--- src/rtl/orpr_pkg.sv ---
// ----------------------------------------------------------------------------
// orpr_pkg
// Shared types, codes and helpers of the owned range pin registry.
// ----------------------------------------------------------------------------
package orpr_pkg;

   // table geometry
   localparam int NUM_RANGES = 64;
   localparam int PIN_BITS   = 16;
   localparam int IDX_W      = $clog2(NUM_RANGES);
   localparam int CNT_W      = $clog2(NUM_RANGES + 1);
   localparam int COUNT_W    = 7;

   // request codes
   localparam logic [3:0] OP_REGISTER      = 4'd0;
   localparam logic [3:0] OP_COMMIT        = 4'd1;
   localparam logic [3:0] OP_UNREGISTER    = 4'd2;
   localparam logic [3:0] OP_PIN           = 4'd3;
   localparam logic [3:0] OP_RELEASE_PIN   = 4'd4;
   localparam logic [3:0] OP_CHECK         = 4'd5;
   localparam logic [3:0] OP_FIND_BASE     = 4'd6;
   localparam logic [3:0] OP_REVOKE        = 4'd7;
   localparam logic [3:0] OP_RELEASE_OWNER = 4'd8;
   localparam logic [3:0] OP_RESET_LIFE    = 4'd9;
   localparam logic [3:0] OP_SHUTDOWN      = 4'd10;
   localparam logic [3:0] OP_BEGIN_OWNER   = 4'd11;
   localparam logic [3:0] OP_LIVE_COUNT    = 4'd12;
   localparam logic [3:0] OP_OWNER_COUNT   = 4'd13;

   // error codes
   localparam logic [2:0] ERR_NONE      = 3'd0;
   localparam logic [2:0] ERR_ZERO_LEN  = 3'd1;
   localparam logic [2:0] ERR_OVERFLOW  = 3'd2;
   localparam logic [2:0] ERR_OVERLAP   = 3'd3;
   localparam logic [2:0] ERR_NO_RANGE  = 3'd4;
   localparam logic [2:0] ERR_TORN_DOWN = 3'd5;
   localparam logic [2:0] ERR_NO_AUTH   = 3'd6;
   localparam logic [2:0] ERR_FULL      = 3'd7;

   // life states
   localparam logic [1:0] LS_PROV     = 2'd0;
   localparam logic [1:0] LS_LIVE     = 2'd1;
   localparam logic [1:0] LS_RETIRE   = 2'd2;
   localparam logic [1:0] LS_RELEASED = 2'd3;

   // access codes
   localparam logic [1:0] ACC_READ  = 2'd0;
   localparam logic [1:0] ACC_WRITE = 2'd1;
   localparam logic [1:0] ACC_EXEC  = 2'd2;

   // policy codes
   localparam logic [2:0] POL_ANY      = 3'd0;
   localparam logic [2:0] POL_WRITABLE = 3'd1;
   localparam logic [2:0] POL_HEAP     = 3'd2;
   localparam logic [2:0] POL_MAPPED   = 3'd3;
   localparam logic [2:0] POL_CALLBACK = 3'd4;

   // kinds
   localparam logic [2:0] KIND_CPU      = 3'd0;
   localparam logic [2:0] KIND_GPU      = 3'd1;
   localparam logic [2:0] KIND_TEXT     = 3'd2;
   localparam logic [2:0] KIND_CALLABLE = 3'd3;

   // permission flag bits
   localparam int PF_READ     = 0;
   localparam int PF_WRITE    = 1;
   localparam int PF_EXEC     = 2;
   localparam int PF_INTERIOR = 3;
   localparam int PF_HEAP     = 4;

   localparam logic [33:0] SPACE_END = 34'h1_0000_0000;

   typedef struct packed {
      logic [3:0]  req_type;
      logic [7:0]  owner;
      logic [31:0] address;
      logic [32:0] length_bytes;
      logic [31:0] range_id;
      logic [1:0]  access;
      logic [2:0]  policy;
      logic [2:0]  kind;
      logic [4:0]  perm_flags;
      logic [31:0] lifetime_tag;
   } req_item_type;

   typedef struct packed {
      logic        ok;
      logic [2:0]  error_code;
      logic [31:0] result_id;
      logic [31:0] result_base;
      logic [32:0] result_length;
      logic [2:0]  result_kind;
      logic [6:0]  count;
   } rsp_item_type;

   typedef struct packed {
      logic [31:0]         base;
      logic [32:0]         length;
      logic [7:0]          owner;
      logic [2:0]          kind;
      logic [4:0]          perms;
      logic [1:0]          life;
      logic [PIN_BITS-1:0] pins;
      logic [31:0]         lifetime;
      logic [31:0]         ident;
   } entry_type;

   // per-entry predicates of the scan
   typedef struct packed {
      logic free;
      logic own;
      logic live;
      logic own_cnt;
      logic id_hit;
      logic overlap;
      logic cand;
      logic base_hit;
   } match_type;

   typedef enum logic [1:0] {
      ST_IDLE,
      ST_SCAN,
      ST_FINISH
   } fsm_state_type;

   // exclusive end of a span, one bit wider than the length so the sum cannot overflow
   function automatic logic [33:0] span_end(logic [31:0] addr, logic [32:0] len);
      return {2'b00, addr} + {1'b0, len};
   endfunction

endpackage

--- src/rtl/orpr_match.sv ---
// ----------------------------------------------------------------------------
// orpr_match
// Evaluates one table entry against the held request during the scan.
// ----------------------------------------------------------------------------
module orpr_match (
   input  orpr_pkg::entry_type    entry,
   input  logic                   entry_valid,
   input  orpr_pkg::req_item_type req,
   output orpr_pkg::match_type    match
);
   import orpr_pkg::*;

   logic [33:0] q_end;
   logic [33:0] r_end;
   logic        contain;
   logic        interior_ok;
   logic        access_ok;
   logic        policy_ok;
   logic        own;

   assign q_end = span_end(req.address, req.length_bytes);
   assign r_end = span_end(entry.base, entry.length);
   assign own   = entry_valid && (entry.owner == req.owner);

   // queried span lies inside the entry
   assign contain = (entry.base <= req.address) && ({2'b00, req.address} < r_end) &&
                    (r_end >= q_end);

   assign interior_ok = entry.perms[PF_INTERIOR] || (req.address == entry.base);

   // access gate
   always_comb begin
      unique case (req.access)
         ACC_READ:  access_ok = entry.perms[PF_READ];
         ACC_WRITE: access_ok = entry.perms[PF_WRITE];
         ACC_EXEC:  access_ok = entry.perms[PF_EXEC];
         default:   access_ok = 1'b0;
      endcase
   end

   // policy gate
   always_comb begin
      unique case (req.policy)
         POL_ANY:      policy_ok = entry.perms[PF_READ];
         POL_WRITABLE: policy_ok = entry.perms[PF_WRITE];
         POL_HEAP:     policy_ok = entry.perms[PF_HEAP];
         POL_MAPPED:   policy_ok = (entry.kind == KIND_CPU) || (entry.kind == KIND_GPU);
         POL_CALLBACK: policy_ok = entry.perms[PF_EXEC] &&
                                   ((entry.kind == KIND_TEXT) || (entry.kind == KIND_CALLABLE));
         default:      policy_ok = 1'b0;
      endcase
   end

   assign match.free     = !entry_valid;
   assign match.own      = own;
   assign match.live     = entry_valid && (entry.life == LS_LIVE);
   assign match.own_cnt  = own && (entry.life != LS_RELEASED);
   assign match.id_hit   = entry_valid && (entry.ident == req.range_id);
   assign match.overlap  = entry_valid && (entry.owner != req.owner) &&
                           ({2'b00, entry.base} < q_end) && ({2'b00, req.address} < r_end);
   assign match.cand     = own && (entry.life == LS_LIVE) && contain && interior_ok &&
                           access_ok && policy_ok;
   assign match.base_hit = own && (entry.life == LS_LIVE) && (entry.base == req.address);

endmodule

--- config.mk ---
export PLATFORM = sky130hd
export DESIGN_NAME = orpr_match
export DESIGN_NICKNAME = d
export VERILOG_FILES = /design/src/rtl/orpr_pkg.sv /design/src/rtl/orpr_match.sv
export SDC_FILE = /design/constraint.sdc
export NUM_CORES = 1
export LEC_CHECK = 0
export BUFFER_PORTS_ARGS = -buffer_cell sky130_fd_sc_hd__buf_2
export CAP_MARGIN = 15
export CORE_MARGIN = 5
export CORE_UTILIZATION = 35
export DETAILED_ROUTE_END_ITERATION = 8
export PLACE_DENSITY = 0.74
export REMOVE_ABC_BUFFERS = 1
export SKIP_LAST_GASP = 1
export SLEW_MARGIN = 0
export SYNTH_ARGS = -nofsm -noshare
export SYNTH_HDL_FRONTEND = slang
export SYNTH_SLANG_ARGS = --single-unit
--- constraint.sdc ---
create_clock -name vclk -period 10.45
set_input_delay 0 -clock vclk [all_inputs]
set_output_delay 0 -clock vclk [all_outputs]
set_load 0.01 [all_outputs]
==> out/metrics.csv <==
metric,value,unit
wl_per_cell,16.1,um
placed_cell_area,8220,um2
clockBufferCount,0,
setup-tns-final,0,ns
dp_hpwl,20600,um
yosysTopAreaCell,ha_1,
fmax,203,MHz
vias_per_cell,5.43,
drcViolationCount,0,
timing.final.hold_violations,0,
ctsHoldBuffers,0,
finalCritPeriodShare,47.1,%
finalSetupViolations,0,
drt_pass1_iterations,5,
ys_warn_count,0,
cp_max_fo,3,
fillers,1898,
num_rows,50,
grt_pass1_wl,34400,um
grt_max_degree,9,
total_power,581,uW
antenna_left,0,
core-area,18800,um2
timing.slew.headroom,36.1,%
nNetsFinal,1644,
ir_worst_vdd,0.0345,mV
cts_resized,0,
path_class,primary input to output port,
vias,7567,
gp_congestion,0.929,
synth_top_area_share,35.2,%
ys_top_cells_by_area,"ha_1 35%, xnor2_1 8.6%, a21oi_1 6.2%, inv_1 4.6%, a21o_1 4.4%",
drt_iter0_drc,345,
antenna_found_initial,5,
critPathArrivalTime,4.92,ns
hp-class,primary input to output port,
synth_cell_types,61,
gr-total-overflow,0,
pin_count,326,
io_buffers,233,
maxCapViolations,0,
required,10.45,ns
min_period,4.92,ns
seq_cells,0,
max_slew.worst_pin.slew,0.935,ns
die_area,22200,um2
synth_cells,905,
drive_gt1_share,21.6,%
die_height,149,um
chipWidth,149,um
p_leak,4.26,nW
ys_seq_area_share,0,%
rsz0062_at_grt,no,
powerDensity,70.7,nW/um2
layout_common_cells,"233 x buf_2, 190 x ha_1, 84 x a21oi_1, 83 x inv_1, 66 x xnor2_1",
synth_area,6750,um2
post_cts.repair.setup_buffers,0,
critPathCaptureType,output port,
grtUsageTotal,18.9,%
grt_pass1_vias,7253,
start_util,35.9,%
routed_wl,22400,um
seq_area,0,um2
status,"complete, no violations",
area_delta_synth_final,21.7,%
worstSetupStartpointType,primary input,
final_area,8220,um2
final_common_cell,buf_2,
synth_area_per_cell,7.46,um2
slew_viol_final,0,
where the power goes:
group | switching, mW | internal (mW) | total, mW
combinational | 0.320 | 0.262 | 0.581
sequential | 0 | 0 | 0
clock | 0 | 0.0000000128 | 0.0000000128
total | 0.320 | 0.262 | 0.581
kinds of logic after synthesis:
| family | Yosys count | share of synthesized area [%] |
|---|---|---|
| simple gates | 240 | 18.3 |
| buf+inv | 89 | 5.00 |
| fa+ha+maj | 194 | 36.1 |
| compound gates | 280 | 27.2 |
| xor+xnor | 100 | 13.0 |
| mux | 2 | 0.482 |
cell type report:
type	count	area (um2)	share of cell area, %
antenna	1	2.50	0.0304
inverter	83	312	3.79
timing repair buffer	233	1170	14.2
multi-input combinational	816	6420	78.0
tap	260	325	3.96
Yosys cell counts (all sizes together) (5+ instances only):
| cell type | count |
|---|---|
| o21a | 10 |
| ha | 190 |
| o211ai | 13 |
| nor2b | 20 |
| a21o | 40 |
| o21bai | 10 |
| a21oi | 85 |
| or3 | 5 |
| xnor2 | 66 |
| nand2 | 43 |
| nor2 | 56 |
| o21ai | 57 |
| a211oi | 17 |
| o31a | 6 |
| o31ai | 5 |
| a2111oi | 6 |
| clkbuf | 5 |
| and4 | 5 |
| nand4 | 33 |
| inv | 83 |
| nor3 | 17 |
| and2 | 5 |
| nand3 | 24 |
| xor2 | 34 |
| nand2b | 14 |
path summary, 6_finish.rpt:
path	endpoint	startpoint	slack [ns]	cells past startpoint
min	match[5]	entry[81]	0.27	3
max	match[1]	req[111]	5.53	22
through the flow:
stage                     instances  hold slack, ns  utilization, %  setup slack, ns
after floorplan                 899          0.0549               -             6.62
after global placement         1392           0.264            43.6             5.75
after detailed placement       1392           0.268            43.6             5.61
after CTS                      1392           0.270            43.6             5.58
after global routing           1393           0.295            43.7             5.20
final                          1393           0.268            43.7             5.53
worst max-delay path: stages:
cell and delay (ns):
buf_2 0.12, ha_1 0.28, a211oi_1 0.37, nor3_1 0.12, a311o_1 0.36, o21ai_1 0.19, a21oi_1 0.12, o21a_1 0.20
o21ai_1 0.18, a211oi_1 0.10, a2111oi_0 0.66, ha_1 0.29, nand2_1 0.06, nor2_1 0.11, a211oi_1 0.07, o21ai_0 0.18
a2111oi_0 0.11, o21a_1 0.20, maj3_1 0.37, o21ai_0 0.24, nor4bb_1 0.37, buf_2 0.22
per-layer routing:
metal / global-route usage (%) / vias up / share of wire, %
met5: 0 / - / 0.21
met4: 3.94 / 8 / 2.4
met3: 2.98 / 40 / 7.5
met2: 33.5 / 279 / 47
met1: 24.1 / 3399 / 43
li1: - / 3841 / -
(Power assumes the default switching activity.)
