<file path="config.mk">
export PLATFORM = sky130hd
export DESIGN_NAME = orpr_ram
export DESIGN_NICKNAME = d
export VERILOG_FILES = /design/src/rtl/orpr_ram.sv
export SDC_FILE = /design/constraint.sdc
export NUM_CORES = 1
export LEC_CHECK = 0
export BUFFER_PORTS_ARGS = -buffer_cell sky130_fd_sc_hd__buf_2
export CAP_MARGIN = 40
export CORE_MARGIN = 2
export CORE_UTILIZATION = 36
export CTS_CLUSTER_DIAMETER = 150
export DETAILED_ROUTE_END_ITERATION = 8
export SYNTH_ARGS = -nofsm -noshare
export SYNTH_HDL_FRONTEND = slang
export SYNTH_SLANG_ARGS = --single-unit
</file>
<file path="constraint.sdc">
create_clock -name clock -period 1.79 [get_ports clock]
set_clock_uncertainty 0.2 [all_clocks]
set_input_delay 0.0895 -clock clock [delete_from_list [all_inputs] [get_ports clock]]
set_output_delay 0.0895 -clock clock [all_outputs]
set_load 0.01 [all_outputs]
</file>
<file path="src/rtl/orpr_ram.sv">
// ----------------------------------------------------------------------------
// orpr_ram
// Generic single write port, single read port RAM with registered read.
// ----------------------------------------------------------------------------
module orpr_ram #(
   parameter int WIDTH = 8,
   parameter int DEPTH = 64
) (
   input  logic                     clock,
   input  logic                     wr_en,
   input  logic [$clog2(DEPTH)-1:0] wr_addr,
   input  logic [WIDTH-1:0]         wr_data,
   input  logic [$clog2(DEPTH)-1:0] rd_addr,
   output logic [WIDTH-1:0]         rd_data
);

   logic [WIDTH-1:0] mem [DEPTH];

   // write port
   always_ff @(posedge clock) begin
      if (wr_en) begin
         mem[wr_addr] <= wr_data;
      end
   end

   // registered read port
   always_ff @(posedge clock) begin
      rd_data <= mem[rd_addr];
   end

endmodule

</file>
==> flow_summary_export.csv, run 1 <==
group,metric,value,unit
drt,drc,0,
grt,grt_overflow,0,
setup_path,cp-start-kind,"flop",
die,fp.coreArea,55200,sq um
die,rows,86,
sta,hold_ws,0.0306,ns
grt,grt_pass1_vias,10400,
finish,area_delta_synth_final,21.9,%
synthesis,synth_mux_area_share,15.9,%
setup_path,crit_fanout,1,
synthesis,synth-adder-area-share,0,%
placed_design,hpwl,30.7,mm
placed_design,place_congestion,0.796,
drt,via_per_inst,5.10,
setup_path,crit_required,2.06,ns
synthesis,syn_avg_cell_area,21.5,sq um
finish,drive_above_1_share,37.8,%
worst_hold_path,min_from,"wr_addr[0]",
synthesis,yosysSeqAreaShare,77.0,%
synthesis,ys_warn_count,0,
die,io_pins,30,
synthesis,synth_cell_types,40,
grt,grt_pass1_wl,69.3,mm
sta,hold_viol,0,
clocking,post_cts_buffers,0,
setup_path,regToRegSetupSlack,-0.29,ns
drt,drt_iter0_markers,879,
power_and_ir_drop,powerDensity,1030,nW/um^2
clocking,clockBufferDepth,3,
sta,fin_crit_sh,116,%
synthesis,syn_area,20200,sq um
finish,final_common_cell,"edfxtp_1",
clocking,worstSkewPairLatency,0.59,ns
sta,setup_viol,8,
setup_path,reg2reg_to,"rd_data[4]",
synthesis,synth-edff-count,512,
run_status,violations,"setup timing",
flow_run,drv_cap,0,
die,fp.dieH,241,um
grt,track_usage,16.6,%
worst_hold_path,hold_depth,4,
setup_path,end_kind,"flop",
clocking,clkTransAtPathRegs,0.06,ns
die,start_util,36.5,%
sta,max_freq,480,MHz
clocking,numCtsBuffers,52,
finish,final_cell_mix,"edfxtp_1, buf_4, mux4_2",
setup_path,reg2regPathDepth,5,
worst_hold_path,hold_path.class,"in -> reg",
finish,nets,1199,
drt,wl_per_cell,23.7,um
finish,multi_input_area,4530,sq um
setup_path,r2r_start,"mem[21][4]",
setup_path,worstSetupPathType,"reg -> reg",
synthesis,synth_cells,940,
placed_design,portBuffers,29,
clocking,htree_num_levels,2,
placed_design,place_ws,-0.838,ns
worst_hold_path,hold_path_end,"mem[55][7]",
synthesis,synth_nets,962,
sta,drv_slew,0,
sta,min_period,2.08,ns
clocking,cts_tree,"done",
run_status,status,"finished, violations left",
placed_design,placed_cells,1860,
synthesis,synth_top_family_by_area,"multiplexers",
synthesis,yosys.area_share.xor_xnor,0,%
synthesis,synth_seq_cells,520,
drt,antenna_left,0,
power_and_ir_drop,p_leak,8.04,nW
grt,grt_max_degree,65,
drt,firstDrtPassIters,5,
sta,slew_headroom,51.9,%
drt,vias,10000,
finish,instances_no_fill,1967,
clocking,cts_root_buf,"clkbuf_16",
grt,antenna_found_initial,1,
synthesis,synth_compound_area_share,2.07,%
drt,routed_wl,46.7,mm
sta,tightest_slew,0.722,ns
synthesis,ys.flop_type,"edfxtp_1",
finish,layout.area.seq,15500,sq um
clocking,clock_sinks,520,
power_and_ir_drop,vdd_drop_max,0.000707,V
sta,rsz0062_at_grt,"true",
sta,finalWorstSetupSlack,-0.292,ns
synthesis,yosys.area_share.simple,3.39,%
die,die_x,241,um
finish,antennaDiodeCount,0,
die,dieArea,57900,sq um
setup_path,arrival,2.36,ns
synthesis,async_flop_share,0,%
finish,fill_cells,4679,
[metrics by stage]
step	util (%)	power [W]	instance area (sq um)	setup TNS [ns]
6_report	44.5	0.0254	24600	-1.39
5_1_grt	44.5	0.0262	24600	-1.86
4_1_cts	44.5	0.0256	24600	-1.41
3_5_place_dp	41.1	0.0153	22700	-4.81
3_3_place_gp	41.0	0.0153	22600	-4.73
2_1_floorplan	-	0.0145	20300	-0.292
[power by group]
group / total [W] / switching (W) / internal (W) / leakage (nW)
clock network: 0.0103 / 0.00446 / 0.00582 / 0.800
registers: 0.0135 / 0.0000453 / 0.0135 / 4.67
logic: 0.00158 / 0.000861 / 0.000715 / 2.56
total: 0.0254 / 0.00536 / 0.0200 / 8.04
[synth_stat cells, types with 4 or more instances]
cell type | number | share of area, %
a211oi_1 | 4 | 0.15
edfxtp_1 | 512 | 76
buf_2 | 11 | 0.27
buf_4 | 13 | 0.48
o22ai_1 | 8 | 0.25
nand3_1 | 13 | 0.32
nor2b_1 | 14 | 0.43
buf_1 | 4 | 0.074
nor2_1 | 83 | 1.5
nor3_1 | 7 | 0.17
mux2i_1 | 23 | 1.1
buf_6 | 4 | 0.22
clkbuf_1 | 17 | 0.32
nand2_1 | 19 | 0.35
nand2b_1 | 7 | 0.22
mux4_2 | 126 | 14
mux2_2 | 13 | 0.73
dfxtp_1 | 8 | 0.79
o221ai_1 | 8 | 0.35
a221oi_1 | 6 | 0.26
[routing by layer]
metal	share of wire (%)	GRT usage, %	vias to the layer above
met3	6.1	3.45	67
met2	47	26.0	268
met5	0.034	0	-
met1	45	23.7	5294
li1	-	-	4407
met4	2.0	4.23	2
[layout make-up]
cell class / instances / area share [%]
clock inverters: 26 / 0.641
flip-flops and latches: 520 / 63.2
multi-input cells: 369 / 18.4
well taps: 748 / 3.81
repair buffers: 234 / 8.01
clock buffers: 70 / 5.90
[state kept, by name (all words and copies together) (netlist names)]
signal and flops:
mem 512, rd_data 8
[how the worst max path moves through the flow]
| stage | slack [ns] | end | from |
|---|---|---|---|
| 6_report | -0.29 | rd_data[4] | mem[21][4] |
| 5_1_grt | -0.34 | rd_data[4] | mem[21][4] |
| 4_1_cts | -0.26 | rd_data[4] | mem[21][4] |
| 3_5_place_dp | -0.84 | rd_data[3] | rd_addr[0] |
| 3_3_place_gp | -0.82 | rd_data[3] | rd_addr[0] |
| 2_1_floorplan | -0.06 | rd_data[4] | mem[21][4] |
[timing repair]
action,CTS,global route
gates resized for setup,31,5
setup endpoints to repair,8,8
pin swaps,6,1
endpoints found under the hold margin,461,0
hold buffers,12,0
[critical path, stage by stage, from the launching register on]
cell and delay (ns):
edfxtp_1 0.36, mux4_2 0.51, mux2_4 0.29, o221a_4 0.26
nor3_4 0.22, o32ai_1 0.12
[cell families (layout without fill, tap and decap cells)]
group | after synthesis | after routing
simple gates | 153 | 153
flops | 520 | 520
buf+inv | 51 | 330
compound gates | 54 | 54
mux | 162 | 162
Note: power is estimated with default switching activity, not from simulation.
==> inputs of run 2 (changes only) <==
--- a/config.mk
+++ b/config.mk
@@ -11,6 +11,7 @@
 export CORE_UTILIZATION = 36
 export CTS_CLUSTER_DIAMETER = 150
 export DETAILED_ROUTE_END_ITERATION = 8
+export SETUP_SLACK_MARGIN = 0.2
 export SYNTH_ARGS = -nofsm -noshare
 export SYNTH_HDL_FRONTEND = slang
 export SYNTH_SLANG_ARGS = --single-unit
==> run 2 against run 1 <==
  * The flow finishes with violations (hold timing, setup timing)
  * Sequential share of layout area shrank 0.57 points
  * First-iteration DRC count decreased by 1.4%
  * Global-route usage increased by 0.55 points
  * Routed wire length rose by 3.3%
  * Non-clock buffer count fell by 37
  * Clock power up 11%
  * Count of clock-buffer cells in the layout decreased by 11
  * Worst hold slack got worse by 0.25 ns
  * Worst setup slack improved by 0.018 ns
  * Cell count decreased by 1.8%
  * Flip-flop and latch count unchanged
  * Register-to-register slack gained 0.02 ns
  * Critical path type unchanged
  * Critical endpoint is now rd_data[5]
==> flow_summary_export.csv, run 2 (synthesis gave the netlist of run 1 again) <==
group,metric,value,unit
setup_path,r2r_start,"mem[51][5]",
clocking,htree_num_levels,2,
drt,vias,10100,
finish,nets,1163,
clocking,clock_sinks,520,
finish,multi_input_area,4650,sq um
placed_design,placed_cells,1816,
grt,grt_overflow,0,
clocking,cts_tree,"done",
grt,antenna_found_initial,0,
drt,firstDrtPassIters,5,
drt,antenna_left,0,
drt,via_per_inst,5.23,
drt,drt_iter0_markers,867,
placed_design,hpwl,30.6,mm
finish,fin_area,24800,sq um
power_and_ir_drop,p_leak,7.94,nW
finish,layout.area.seq,15500,sq um
die,fp.dieH,241,um
clocking,clkTransAtPathRegs,0.06,ns
finish,fill_cells,4641,
setup_path,cp-startpoint,"mem[51][5]",
sta,hold_ws,-0.218,ns
finish,largest-register,"mem",
setup_path,arrival,2.32,ns
worst_hold_path,hold_path.class,"in -> reg",
placed_design,place_congestion,0.802,
placed_design,dpl_cell_area,22700,sq um
finish,drive_above_1_share,39.4,%
finish,reg_top3,"mem: 512 flops, rd_data: 8 flops",
sta,rsz0062_at_grt,"true",
grt,track_usage,17.1,%
placed_design,portBuffers,29,
run_status,violations,"hold timing, setup timing",
finish,instances_no_fill,1932,
setup_path,crit_fanout,1,
finish,largest_register_ffs,512,
clocking,postCtsHoldBufs,12,
clocking,cts_root_buf,"clkbuf_16",
worst_hold_path,min_from,"rd_addr[5]",
sta,setup_viol,8,
clocking,clockBufferDepth,3,
clocking,numCtsBuffers,53,
run_status,status,"finished, violations left",
sta,finalWorstSetupSlack,-0.274,ns
sta,min_period,2.06,ns
finish,final_common_cell,"edfxtp_1",
power_and_ir_drop,powerDensity,1070,nW/um^2
sta,slew_headroom,48.8,%
power_and_ir_drop,finalPower,0.0264,W
drt,routed_wl,48.2,mm
finish,area_delta_synth_final,23.0,%
power_and_ir_drop,vdd_drop_max,0.000824,V
die,rows,86,
setup_path,worstSetupPathType,"reg -> reg",
setup_path,crit_required,2.04,ns
sta,fin_crit_sh,115,%
setup_path,cp-start-kind,"flop",
sta,totalNegativeSetupSlack,-1.80,ns
setup_path,end_kind,"flop",
die,fp.coreArea,55200,sq um
sta,drv_slew,0,
sta,max_freq,484,MHz
grt,grt_pass1_vias,10300,
die,start_util,36.5,%
grt,grt_max_degree,65,
sta,tightest_slew,0.768,ns
placed_design,place_ws,-0.663,ns
finish,final_cell_mix,"edfxtp_1, mux4_2, buf_4",
sta,hold_viol,7,
flow_run,drv_cap,0,
grt,grt_pass1_wl,70.7,mm
die,die_x,241,um
clocking,worstSkewPairLatency,0.61,ns
drt,wl_per_cell,25.0,um
die,io_pins,30,
finish,antennaDiodeCount,0,
drt,drc,0,
die,dieArea,57900,sq um
## run 2: cell count changes in the layout (fill, tap and decap cells not counted), sizes merged
| cell | delta |
|---|---|
| buf | -37 |
| clkinvlp | +7 |
| clkinv | +2 |
| bufinv | +7 |
| inv | -3 |
| clkbuf | -11 |
## run 2: repair_timing
action	CTS	global route
pin swaps	2	6
buffers inserted	0	6
setup endpoints to repair	8	158
hold endpoints to repair	403	7
gates resized for setup	13	9
## run 2: cell type report
cell class / instances / share of cell area, %
flip-flops and latches: 520 / 62.6
multi-input cells: 369 / 18.7
repair buffers: 197 / 7.63
clock buffers: 59 / 5.61
well taps: 748 / 3.77
clock inverters: 39 / 1.63
## run 2: power breakdown
group | internal, W | switching [W] | leakage [nW] | total, W
sequential | 0.0135 | 0.0000554 | 4.67 | 0.0135
combinational | 0.000667 | 0.000875 | 2.40 | 0.00154
clock | 0.00674 | 0.00463 | 0.863 | 0.0114
## run 2: per-layer routing
layer	track usage (%)	wire, um	vias to the layer above
li1	-	-	4345
met1	24.1	21200	5394
met2	26.9	22900	301
met3	3.41	2980	70
met4	5.35	1160	0
met5	0	0	-
## run 2: path summary, 6_finish.rpt
| kind | end | slack [ns] | depth (start not counted) |
|---|---|---|---|
| max | rd_data[5] | -0.27 | 4 |
| min | rd_data[1] | -0.22 | 3 |
| max reg2reg | rd_data[5] | -0.27 | 4 |
| min reg2reg | rd_data[2] | 0.68 | 4 |
## run 2: worst max-delay path, stage by stage (launching register included)
cell and delay (ns):
edfxtp_1 0.39, mux4_2 0.54, mux4_2 0.50, o21ai_2 0.19
o41ai_1 0.11
## run 2: through the flow
| stage | utilization [%] | hold WS, ns |
|---|---|---|
| after global routing | 44.9 | -0.212 |
| after detailed placement | 41.1 | 0.346 |
| after CTS | 44.7 | -0.256 |
| after floorplan | - | -0.0116 |
| after global placement | 41.1 | 0.351 |
| final | 44.9 | -0.218 |
